--- src/rtl/ttl_kv_pkg.sv ---
// Package: beat types, operation codes and sequencer states of the TTL key/value table.
`timescale 1ns / 1ps
package ttl_kv_pkg;

  localparam int unsigned KEY_W   = 32;
  localparam int unsigned VAL_W   = 32;
  localparam int unsigned DUR_W   = 32;
  localparam int unsigned COUNT_W = 5;

  localparam logic [COUNT_W-1:0] COUNT_MAX  = 5'd31;
  localparam logic [VAL_W-1:0]   MISS_VALUE = 32'hFFFF_FFFF;

  typedef enum logic [1:0] {
    KIND_INSERT  = 2'd0,
    KIND_LOOKUP  = 2'd1,
    KIND_TICK    = 2'd2,
    KIND_CLEANUP = 2'd3
  } kind_e;

  typedef struct packed {
    kind_e                    kind;
    logic signed [KEY_W-1:0]  key;
    logic signed [VAL_W-1:0]  value;
    logic        [DUR_W-1:0]  duration;
  } in_beat_t;

  typedef struct packed {
    logic                     hit;
    logic signed [VAL_W-1:0]  result_value;
    logic                     status;
    logic [COUNT_W-1:0]       removed_count;
  } out_beat_t;

  typedef enum logic [2:0] {
    ST_CLEAR,
    ST_IDLE,
    ST_SCAN,
    ST_FINISH,
    ST_DONE
  } state_e;

endpackage

--- src/rtl/ttl_kv_mem.sv ---
// Entry memory: one write port, one read port, registered read data.
`timescale 1ns / 1ps
module ttl_kv_mem #(
  parameter int unsigned DEPTH = 16,
  parameter int unsigned WIDTH = 113,
  parameter int unsigned AW    = 4
) (
  input  logic             clk_i,
  input  logic             we_i,
  input  logic [AW-1:0]    waddr_i,
  input  logic [WIDTH-1:0] wdata_i,
  input  logic             re_i,
  input  logic [AW-1:0]    raddr_i,
  output logic [WIDTH-1:0] rdata_o
);

  logic [WIDTH-1:0] mem_q [DEPTH];
  logic [WIDTH-1:0] rdata_q;

  always_ff @(posedge clk_i) begin
    if (we_i) begin
      mem_q[waddr_i] <= wdata_i;
    end
  end

  always_ff @(posedge clk_i) begin
    if (re_i) begin
      rdata_q <= mem_q[raddr_i];
    end
  end

  assign rdata_o = rdata_q;

endmodule

--- src/rtl/ttl_kv_ctrl.sv ---
// Sequencer: clearing pass, entry scans, read-modify-write of entries and the tick counter.
`timescale 1ns / 1ps
module ttl_kv_ctrl #(
  parameter int unsigned ENTRIES   = 16,
  parameter int unsigned TIME_BITS = 48,
  parameter int unsigned IDX_W     = 4,
  parameter int unsigned ENT_W     = 113
) (
  input  logic                  clk_i,
  input  logic                  rst_ni,
  input  logic                  in_valid_i,
  output logic                  in_stall_o,
  input  ttl_kv_pkg::in_beat_t  in_beat_i,
  output logic                  res_valid_o,
  input  logic                  res_ready_i,
  output ttl_kv_pkg::out_beat_t res_beat_o,
  output logic                  mem_we_o,
  output logic [IDX_W-1:0]      mem_waddr_o,
  output logic [ENT_W-1:0]      mem_wdata_o,
  output logic                  mem_re_o,
  output logic [IDX_W-1:0]      mem_raddr_o,
  input  logic [ENT_W-1:0]      mem_rdata_i
);
  import ttl_kv_pkg::*;

  localparam int unsigned CNT_W = $clog2(ENTRIES + 1);
  localparam logic [CNT_W-1:0] CNT_END  = CNT_W'(ENTRIES);
  localparam logic [IDX_W-1:0] IDX_LAST = IDX_W'(ENTRIES - 1);

  state_e                 state_q, state_d;
  in_beat_t               item_q, item_d;
  logic [TIME_BITS-1:0]   now_q, now_d;
  logic [CNT_W-1:0]       cnt_q, cnt_d;
  logic                   rvalid_q, rvalid_d;
  logic [IDX_W-1:0]       ridx_q, ridx_d;
  logic                   found_q, found_d;
  logic [IDX_W-1:0]       found_idx_q, found_idx_d;
  logic                   free_q, free_d;
  logic [IDX_W-1:0]       free_idx_q, free_idx_d;
  logic                   hit_q, hit_d;
  logic [VAL_W-1:0]       rval_q, rval_d;
  logic [COUNT_W-1:0]     removed_q, removed_d;
  out_beat_t              res_q, res_d;

  // entry layout: {valid, key, value, expiry}
  logic                   e_valid;
  logic [KEY_W-1:0]       e_key;
  logic [VAL_W-1:0]       e_value;
  logic [TIME_BITS-1:0]   e_expiry;
  logic                   key_eq;
  logic [TIME_BITS:0]     exp_sum;
  logic [TIME_BITS-1:0]   exp_sat;

  assign {e_valid, e_key, e_value, e_expiry} = mem_rdata_i;
  assign key_eq  = (e_key == item_q.key);
  assign exp_sum = {1'b0, now_q} + {{(TIME_BITS + 1 - DUR_W){1'b0}}, item_q.duration};
  assign exp_sat = exp_sum[TIME_BITS] ? {TIME_BITS{1'b1}} : exp_sum[TIME_BITS-1:0];

  always_ff @(posedge clk_i or negedge rst_ni) begin
    if (!rst_ni) begin
      state_q  <= ST_CLEAR;
      now_q    <= '0;
      cnt_q    <= '0;
      rvalid_q <= 1'b0;
    end else begin
      state_q  <= state_d;
      now_q    <= now_d;
      cnt_q    <= cnt_d;
      rvalid_q <= rvalid_d;
    end
  end

  always_ff @(posedge clk_i) begin
    item_q      <= item_d;
    ridx_q      <= ridx_d;
    found_q     <= found_d;
    found_idx_q <= found_idx_d;
    free_q      <= free_d;
    free_idx_q  <= free_idx_d;
    hit_q       <= hit_d;
    rval_q      <= rval_d;
    removed_q   <= removed_d;
    res_q       <= res_d;
  end

  always_comb begin
    state_d     = state_q;
    item_d      = item_q;
    now_d       = now_q;
    cnt_d       = cnt_q;
    rvalid_d    = 1'b0;
    ridx_d      = ridx_q;
    found_d     = found_q;
    found_idx_d = found_idx_q;
    free_d      = free_q;
    free_idx_d  = free_idx_q;
    hit_d       = hit_q;
    rval_d      = rval_q;
    removed_d   = removed_q;
    res_d       = res_q;
    in_stall_o  = 1'b1;
    res_valid_o = 1'b0;
    mem_we_o    = 1'b0;
    mem_waddr_o = ridx_q;
    mem_wdata_o = {1'b0, e_key, e_value, e_expiry};
    mem_re_o    = 1'b0;
    mem_raddr_o = cnt_q[IDX_W-1:0];

    case (state_q)
      ST_CLEAR: begin
        mem_we_o    = 1'b1;
        mem_waddr_o = cnt_q[IDX_W-1:0];
        mem_wdata_o = '0;
        if (cnt_q[IDX_W-1:0] == IDX_LAST) begin
          cnt_d   = '0;
          state_d = ST_IDLE;
        end else begin
          cnt_d = cnt_q + 1'b1;
        end
      end

      ST_IDLE: begin
        in_stall_o = 1'b0;
        if (in_valid_i) begin
          item_d    = in_beat_i;
          cnt_d     = '0;
          found_d   = 1'b0;
          free_d    = 1'b0;
          hit_d     = 1'b0;
          rval_d    = MISS_VALUE;
          removed_d = '0;
          if (in_beat_i.kind == KIND_TICK) begin
            if (now_q != {TIME_BITS{1'b1}}) begin
              now_d = now_q + 1'b1;
            end
            res_d   = '0;
            state_d = ST_DONE;
          end else begin
            state_d = ST_SCAN;
          end
        end
      end

      ST_SCAN: begin
        if (cnt_q != CNT_END) begin
          mem_re_o = 1'b1;
          rvalid_d = 1'b1;
          ridx_d   = cnt_q[IDX_W-1:0];
          cnt_d    = cnt_q + 1'b1;
        end
        if (rvalid_q) begin
          case (item_q.kind)
            KIND_INSERT: begin
              if (e_valid && key_eq && !found_q) begin
                found_d     = 1'b1;
                found_idx_d = ridx_q;
              end
              if (!e_valid && !free_q) begin
                free_d     = 1'b1;
                free_idx_d = ridx_q;
              end
            end
            KIND_LOOKUP: begin
              if (e_valid && key_eq && !found_q) begin
                found_d = 1'b1;
                if (e_expiry >= now_q) begin
                  hit_d  = 1'b1;
                  rval_d = e_value;
                end
              end
            end
            KIND_CLEANUP: begin
              if (e_valid && (e_expiry < now_q)) begin
                mem_we_o = 1'b1;
                if (removed_q != COUNT_MAX) begin
                  removed_d = removed_q + 1'b1;
                end
              end
            end
            default: begin
            end
          endcase
          if (ridx_q == IDX_LAST) begin
            state_d = ST_FINISH;
          end
        end
      end

      ST_FINISH: begin
        res_d = '0;
        case (item_q.kind)
          KIND_INSERT: begin
            if (found_q || free_q) begin
              mem_we_o    = 1'b1;
              mem_waddr_o = found_q ? found_idx_q : free_idx_q;
              mem_wdata_o = {1'b1, item_q.key, item_q.value, exp_sat};
            end else begin
              res_d.status = 1'b1;
            end
          end
          KIND_LOOKUP: begin
            res_d.hit          = hit_q;
            res_d.result_value = rval_q;
          end
          KIND_CLEANUP: begin
            res_d.removed_count = removed_q;
          end
          default: begin
          end
        endcase
        state_d = ST_DONE;
      end

      ST_DONE: begin
        res_valid_o = 1'b1;
        if (res_ready_i) begin
          state_d = ST_IDLE;
        end
      end

      default: begin
        state_d = ST_IDLE;
      end
    endcase
  end

  assign res_beat_o = res_q;

endmodule

--- src/rtl/ttl_key_value_table_core.sv ---
// Top level: TTL key/value table with entry memory, sequencer and output register.
`timescale 1ns / 1ps
// A table of ENTRIES key/value slots, each with an expiry time in ticks, all held in one
// single-port-read, single-port-write memory. After reset a clearing pass invalidates
// every slot; no beat is accepted until it ends. A tick beat skips the scan.
// Insert, lookup and cleanup scan every slot at one memory read per cycle; cleanup writes
// back freed slots during the scan, insert writes its slot once the scan ends. One beat is
// in flight at a time; the output register lets the next beat in while a result waits to
// be taken.
module ttl_key_value_table_core #(
  parameter int unsigned ENTRIES   = 16,
  parameter int unsigned TIME_BITS = 48
) (
  input  logic                  clk_i,
  input  logic                  rst_ni,
  input  logic                  in_valid_i,
  output logic                  in_stall_o,
  input  ttl_kv_pkg::in_beat_t  in_beat_i,
  output logic                  out_valid_o,
  input  logic                  out_stall_i,
  output ttl_kv_pkg::out_beat_t out_beat_o
);
  import ttl_kv_pkg::*;

  localparam int unsigned IDX_W = (ENTRIES > 1) ? $clog2(ENTRIES) : 1;
  localparam int unsigned ENT_W = 1 + KEY_W + VAL_W + TIME_BITS;

  logic              mem_we;
  logic [IDX_W-1:0]  mem_waddr;
  logic [ENT_W-1:0]  mem_wdata;
  logic              mem_re;
  logic [IDX_W-1:0]  mem_raddr;
  logic [ENT_W-1:0]  mem_rdata;

  logic              res_valid;
  logic              res_take;
  out_beat_t         res_beat;

  logic              out_valid_q;
  out_beat_t         out_beat_q;

  ttl_kv_mem #(
    .DEPTH (ENTRIES),
    .WIDTH (ENT_W),
    .AW    (IDX_W)
  ) u_mem (
    .clk_i   (clk_i),
    .we_i    (mem_we),
    .waddr_i (mem_waddr),
    .wdata_i (mem_wdata),
    .re_i    (mem_re),
    .raddr_i (mem_raddr),
    .rdata_o (mem_rdata)
  );

  ttl_kv_ctrl #(
    .ENTRIES   (ENTRIES),
    .TIME_BITS (TIME_BITS),
    .IDX_W     (IDX_W),
    .ENT_W     (ENT_W)
  ) u_ctrl (
    .clk_i       (clk_i),
    .rst_ni      (rst_ni),
    .in_valid_i  (in_valid_i),
    .in_stall_o  (in_stall_o),
    .in_beat_i   (in_beat_i),
    .res_valid_o (res_valid),
    .res_ready_i (res_take),
    .res_beat_o  (res_beat),
    .mem_we_o    (mem_we),
    .mem_waddr_o (mem_waddr),
    .mem_wdata_o (mem_wdata),
    .mem_re_o    (mem_re),
    .mem_raddr_o (mem_raddr),
    .mem_rdata_i (mem_rdata)
  );

  assign res_take = res_valid && (!out_valid_q || !out_stall_i);

  always_ff @(posedge clk_i or negedge rst_ni) begin
    if (!rst_ni) begin
      out_valid_q <= 1'b0;
    end else if (res_take) begin
      out_valid_q <= 1'b1;
    end else if (!out_stall_i) begin
      out_valid_q <= 1'b0;
    end
  end

  always_ff @(posedge clk_i) begin
    if (res_take) begin
      out_beat_q <= res_beat;
    end
  end

  assign out_valid_o = out_valid_q;
  assign out_beat_o  = out_beat_q;

  a_busy_after_accept: assert property (@(posedge clk_i) disable iff (!rst_ni)
    (in_valid_i && !in_stall_o) |=> in_stall_o)
    else $error("accepted a beat while another is in flight");

  a_res_held: assert property (@(posedge clk_i) disable iff (!rst_ni)
    (res_valid && !res_take) |=> (res_valid && $stable(res_beat)))
    else $error("pending result dropped or changed");

  a_no_mem_rw_collision: assert property (@(posedge clk_i) disable iff (!rst_ni)
    (mem_we && mem_re) |-> (mem_waddr != mem_raddr))
    else $error("memory read and write to the same entry");

  a_result_exclusive: assert property (@(posedge clk_i) disable iff (!rst_ni)
    res_take |-> !(res_beat.hit && res_beat.status))
    else $error("hit and full reported together");

endmodule
--- config.mk ---
export PLATFORM = sky130hd
export DESIGN_NAME = ttl_key_value_table_core
export DESIGN_NICKNAME = d
export VERILOG_FILES = /design/src/rtl/ttl_kv_pkg.sv /design/src/rtl/ttl_kv_mem.sv /design/src/rtl/ttl_kv_ctrl.sv /design/src/rtl/ttl_key_value_table_core.sv
export SDC_FILE = /design/constraint.sdc
export NUM_CORES = 2
export LEC_CHECK = 0
export ABC_AREA = 1
export BUFFER_PORTS_ARGS = -buffer_cell sky130_fd_sc_hd__buf_2
export CAP_MARGIN = 20
export CORE_MARGIN = 1
export CORE_UTILIZATION = 45
export DETAILED_ROUTE_END_ITERATION = 12
export SYNTH_ARGS = -nofsm -noshare
export SYNTH_HDL_FRONTEND = slang
export SYNTH_SLANG_ARGS = --single-unit
--- constraint.sdc ---
create_clock -name clk_i -period 10.97 [get_ports clk_i]
set_input_delay 1.097 -clock clk_i [delete_from_list [all_inputs] [get_ports clk_i]]
set_output_delay 1.097 -clock clk_i [all_outputs]
set_load 0.02 [all_outputs]
# --- Word-level counts from Yosys, hierarchy flattened ---
# Memories as Yosys holds them, arrays and structs flattened. A register that Yosys moved wholly into a read port is not among the register bits.
# Index checks and enable logic that the tools add are counted.
totals:
  register_bits: 286
  ram_bits: 1808
  in_bits: 102
  out_inout_bits: 41
  word_cells: 157
  memories: 1
classes:
  n_addsub: 4
  order_cmp: 2
  n_eq_ne: 30
  n_mux: 65
  n_reduce_logical: 30
memory_table:
  columns: ["memory", "depth", "width", "read_ports", "rd_ports_with_merged_regs", "wr", "line", "text"]
  rows:
  - ["u_mem.mem_q", 16, 113, 1, 1, 1, "ttl_kv_mem.sv:17", "logic [WIDTH-1:0] mem_q [DEPTH];"]
ops:
  columns: ["cell", "n"]
  rows:
  - ["113-bit two-way mux", 2]
  - ["113-bit one-hot mux with 2 select lines", 1]
  - ["32-bit two-way mux", 5]
  - ["39-bit two-way mux", 2]
  - ["39-bit one-hot mux with 2 select lines", 1]
  - ["32-bit one-hot mux with 2 select lines", 1]
  - ["48-bit by 32-bit adder with 49-bit output", 1]
  - ["48-bit by 1-bit adder with 48-bit output (second input constant)", 1]
  - ["48-bit >= comparator", 1]
  - ["48-bit less-than comparator", 1]
  - ["48-bit two-way mux", 1]
  - ["48-bit inequality test (second input constant)", 1]
  - ["5-bit two-way mux", 8]
  - ["33-bit two-way mux", 1]
  - ["32-bit equality test", 1]
  - ["2-bit by 1-bit inequality test with 1-bit output (second input constant)", 14]
  - ["1-bit two-way mux", 26]
  - ["3-bit two-way mux", 6]
  - ["3-bit one-hot mux with 5 select lines", 1]
  - ["5-bit one-hot mux with 3 select lines", 1]
  - ["5-bit AND reduction", 3]
  - ["4-bit two-way mux", 3]
  - ["4-bit AND reduction", 3]
  - ["6-bit AND reduction", 2]
  - ["other kinds (23)", 44]

# --- Logic depth before layout (Yosys ltp) ---
depth:
  depth_word: 8
  ltp_mapped: 18
  mapped_depth_nobuf: 17

# --- Modules after synthesis ---
# From an unflattened synthesis, not the netlist that was laid out.
hier_totals:
  cells_unflattened: 9844
  hier_area_um2: 99036.2
modules_own_cells:
  columns: ["mod", "instances", "cells_per_inst", "area_per_inst_um2", "seq_area_each_um2"]
  rows:
  - ["ttl_kv_mem", 1, 7412, 80649.8, 57685.3]
  - ["ttl_kv_ctrl", 1, 2388, 17170.2, 7101.8]
  - ["ttl_key_value_table_core", 1, 44, 1216.2, 1196.1]

# --- Worst setup path before layout ---
# Ideal clock, no wire load.
synth_path:
  kind: "reg2reg"
  from: "register u_ctrl.cnt_q[0]"
  to: "register u_ctrl.rvalid_q"
  setup_time_ps: 647
  arrival_time_ps: 6457
  required_ps: 10323
  setup_slack_ps: 3866
  stages_incl_launch_ff: 11
  path_buffers: 5
  period_less_slack_ps: 7104
  cell_sequence: "dfrtp_1 > buf_2 > buf_2 > inv_2 > buf_4 > buf_4 > buf_2 > ha_1 > nand4_1 > inv_1 > nor2_1"
synth_via:
  elab_chain_len: 3
synth_rtl:
  columns: ["element", "line", "text"]
  rows:
  - ["from (decl)", "ttl_kv_ctrl.sv:33", "logic [CNT_W-1:0] cnt_q, cnt_d;"]
  - ["from (signal assigned)", "ttl_kv_ctrl.sv:68", "cnt_q <= cnt_d;"]
  - ["5-bit inequality test", "ttl_kv_ctrl.sv:145", "if (cnt_q != CNT_END) begin"]
  - ["1-bit two-way mux (2 in a row)", null, null]
  - ["via mem_re", "ttl_key_value_table_core.sv:31", "logic mem_re;"]
  - ["to (signal assigned)", "ttl_kv_ctrl.sv:69", "rvalid_q <= rvalid_d;"]
  - ["to (decl)", "ttl_kv_ctrl.sv:34", "logic rvalid_q, rvalid_d;"]
# The timed path passes the listed nets, and every way through them passes these cells.
# A chain may end at the register's enable or synchronous reset.

# --- Worst setup path in the final report ---
layout_path:
  from: "register u_ctrl.state_q[2]"
  to: "memory u_mem.mem_q[2][85] (enable)"
layout_via:
  elab_chain_len: 4
  word_cells_on_any_way: 7
  cone_classes: "eq/ne: 2; mux: 4; reduce/logical: 1"
layout_rtl:
  columns: ["element", "line", "text"]
  rows:
  - ["from (decl)", "ttl_kv_ctrl.sv:30", "state_e state_q, state_d;"]
  - ["from (signal assigned)", "ttl_kv_ctrl.sv:66", "state_q <= state_d;"]
  - ["3-bit by 2-bit equality test with 1-bit output / 3-bit zero test (equally long branches)", "ttl_kv_ctrl.sv:109", "case (state_q)"]
  - ["1-bit one-hot mux with 3 select lines", "ttl_kv_ctrl.sv:109", null]
  - ["1-bit two-way mux", "ttl_kv_mem.sv:21", "if (we_i) begin"]
  - ["1-bit two-way mux (implied by the code)", "ttl_kv_mem.sv:22", "mem_q[waddr_i] <= wdata_i;"]
  - ["to (decl)", "ttl_kv_mem.sv:17", null]
# Parallel ways exist; a longest one is shown, timed or not.

==> metrics.yaml <==
outcome: "finished with violations"
violations: "DRC"
syn_inst: 7218
drive_gt1_frac: 0.0920
synth_top_family_by_area: "compound AO/OA/AOI/OAI gates"
hold_viol: 0
wl_per_cell_um: 25.3
vias_per_cell: 5.84
yosys-top-cells-area: "edfxtp_1, o21ai_0, nor2_1"
clkPwrFrac: 0.246
drc_errors: 12
grt_pass1_vias: 57100
pwr-share-comb: 0.319
cp_slowest_cell: "nand2_1"
relSlewSlack: 0.120
synthesis.nets: 7407
grt_use_total: 0.248
synth_ff_type: "edfxtp_1"
clk-insertion-delay-late_ns: 0.91
yosysTopAreaCellShare: 0.710
syn_avg_cell_area_um2: 12.6
cts.path.max_buffers: 3
switchingPower_uw: 11200
worstPathRequired_ns: 11.45
grt_overflow_total: 0
arrival_ns: 6.83
synth-seq-cells: 2207
period_minus_slack_ns: 6.36
grt_max_degree: 240
hold_buffers: 0
core_area_um2: 200000
worst_pin_slew_ns: 1.32
dr.pass1.iters: 10
power.density_nw_per_um2: 295
antenna_found_initial: 6
dieHeight_um: 451
clkSinkCount: 2207
cp_max_fo: 50
synth_xor_area_frac: 0.00771
ys_seq_area_frac: 0.726
p_seq_frac: 0.435
critPathMaxStageDelay_ns: 0.91
power.internal_uw: 18800
synth_edf_count: 2149
vias: 59200
area_growth_pct: 11.9
die_w_um: 451
synth-simple-area-share: 0.101
hold_class: "input pin to async pin"
yosys_warnings: 0
io_pins: 143
dp.cells: 9706
timing.setup.tns_ns: 0
cts_made_buffers: 223
grt_pass1_wl_um: 378000
finalCritPeriodShare: 0.579
fin_cells: 10100
drtIter0Drc: 6676
synth_cell_types: 50
fin_worst_skew_ns: 0.0891
io_buffers: 142
async_reset_ff_frac: 0.0263
worst_path_most_repeated_cell: "nand2_1"
leakage_uw: 0.0345
dieArea_um2: 204000
cts_resized: 0
synthAdderAreaFrac: 0.0121
end_kind: "flip-flop"
muxShareOfSynthArea: 0
cts_setup_buffers: 0
antenna_left: 0
cap_violations: 0
setup-violations-final: 0
sw_frac_of_total: 0.373
rows: 164
syn_area_um2: 90800
max_freq_mhz: 157
synth_top_cells_by_count: "edfxtp_1, nor2_1, o21ai_0, nand2_1, inv_1"
worstPathCellList: "nor2_4 -> nand2_1 -> nand2_1 -> nand2_2 -> a21oi_4 -> inv_2 -> nor2_1 -> nand2_1 -> nor2_4 -> buf_4 -> buf_4"
start_util: 0.454
rsz0062_at_grt: "no"
report.final.slew_viol_count: 0
yosysMostFrequentCell: "edfxtp_1"
clk_pin_slew_ns: 0.06
r2r_setup_slack_ns: 4.61
cts_root_buf: "clkbuf_16"
cts_tree: "built"
final_nets: 7484
drt-total-wl_um: 257000
hpwl_um: 141000
yosys.area.top_type: "edfxtp_1"
crit_type: "flip-flop to flip-flop"
htreeDepth: 4
vdd_drop_max_mv: 0.315
cp-start-kind: "flip-flop"
synth-compound-area-share: 0.117
gp_congestion: 0.941
## path summary, 6_finish.rpt
kind,endpoint,from,depth (start not counted)
worst max-delay path,u_mem.mem_q[2][85],u_ctrl.state_q[2],11
worst min-delay path,u_ctrl.now_q[6],rst_ni,1
worst max register to register,u_mem.mem_q[2][85],u_ctrl.state_q[2],11
worst min register to register,out_beat_o[28],u_ctrl.res_beat_o[28],0
max in group asynchronous,u_ctrl.cnt_q[2],rst_ni,2
min in group clk_i,u_ctrl.item_q[46],in_beat_i[46],1
## cells by family (layout without fill, tap and decap cells)
logic type	Yosys count	count (layout)
AOI/OAI and AO/OA	1748	1748
xor gates and xnor gates	80	80
and+or+nand+nor	2292	2292
other	0	2
DFF	2207	2207
buffers and inverters	804	1072
adders and majority gates	87	87
## critical path, delay by kind of cell (launching register included)
kind            cells  cell delay, ns
simple gates        7            3.26
buf+inv             3            1.78
compound gates      1            0.37
flops               1            0.41
## cell usage in the layout (no fill, tap or decap), types with 30 or more instances in the layout
cell type  netlist  layout
a21oi_1         63      62
buf_2           53     142
buf_4           10     115
clkbuf_1       334      60
clkbuf_16        0     223
clkinv_1         0      59
clkinv_2         0      35
dfrtp_1         58      54
edfxtp_1      2149    2149
ha_1            86      86
inv_1          347     344
inv_2           32      30
nand2_1        791     791
nand3_1        194     194
nand4_1         31      31
nor2_1        1175    1157
nor3_1          33      33
o211ai_1       142     142
o21ai_0        974     957
o21ai_1         58      72
o221ai_1       317     317
o22ai_1        158     158
xor2_1          62      62
## routing by layer
layer / share of wire / global-route usage / routed length, um / vias to the layer above
li1: - / - / - / 26600
met1: 0.43 / 0.351 / 111000 / 29800
met2: 0.47 / 0.398 / 121000 / 2327
met3: 0.064 / 0.0304 / 16400 / 412
met4: 0.031 / 0.0822 / 8000 / 2
met5: 0.000051 / 0 / 13 / -
## flip-flops by register name (all words and copies together), names as in the netlist
signal              flops
out_beat_o             39
out_valid_o             1
u_ctrl.cnt_q            5
u_ctrl.found_idx_q      4
u_ctrl.found_q          1
u_ctrl.free_idx_q       4
u_ctrl.free_q           1
u_ctrl.hit_q            1
u_ctrl.item_q          98
u_ctrl.now_q           48
u_ctrl.removed_q        5
u_ctrl.res_beat_o      39
u_ctrl.ridx_q           4
u_ctrl.rval_q          32
u_ctrl.rvalid_q         1
u_ctrl.state_q          3
u_mem.mem_q          1808
u_mem.rdata_o         113
## power by group through the flow
stage | combinational, uW | clock, uW | sequential [uW]
final | 9560 | 7380 | 13000
after global routing | 10400 | 7800 | 13200
after CTS | 9470 | 7490 | 13100
after detailed placement | 9430 | 0 | 13200
after global placement | 9270 | 0 | 13200
after floorplan | 5850 | 0 | 13200
## final cells by class
type | count | area [um2]
Clock inverter | 133 | 1300
Inverter | 381 | 1460
Clock buffer | 283 | 5810
Multi-Input combinational cell | 4207 | 21800
Tap cell | 2656 | 3320
Sequential cell | 2207 | 66000
Fill cell | 17100 | 98400
Antenna cell | 2 | 5.00
Timing Repair Buffer | 275 | 1910
## through the flow
step | hold WS, ns | utilization | power (uW) | setup slack (ns) | area (um2)
3_3_place_gp | 0.404 | 0.471 | 22500 | 4.69 | 94300
4_1_cts | 0.141 | 0.507 | 30000 | 4.61 | 101000
6_report | 0.190 | 0.508 | 30000 | 4.61 | 102000
5_1_grt | 0.179 | 0.508 | 31400 | 4.25 | 102000
2_1_floorplan | 0.400 | - | 19000 | 3.87 | 90800
3_5_place_dp | 0.405 | 0.471 | 22600 | 4.64 | 94300
Power figures use the tool's default switching activity.
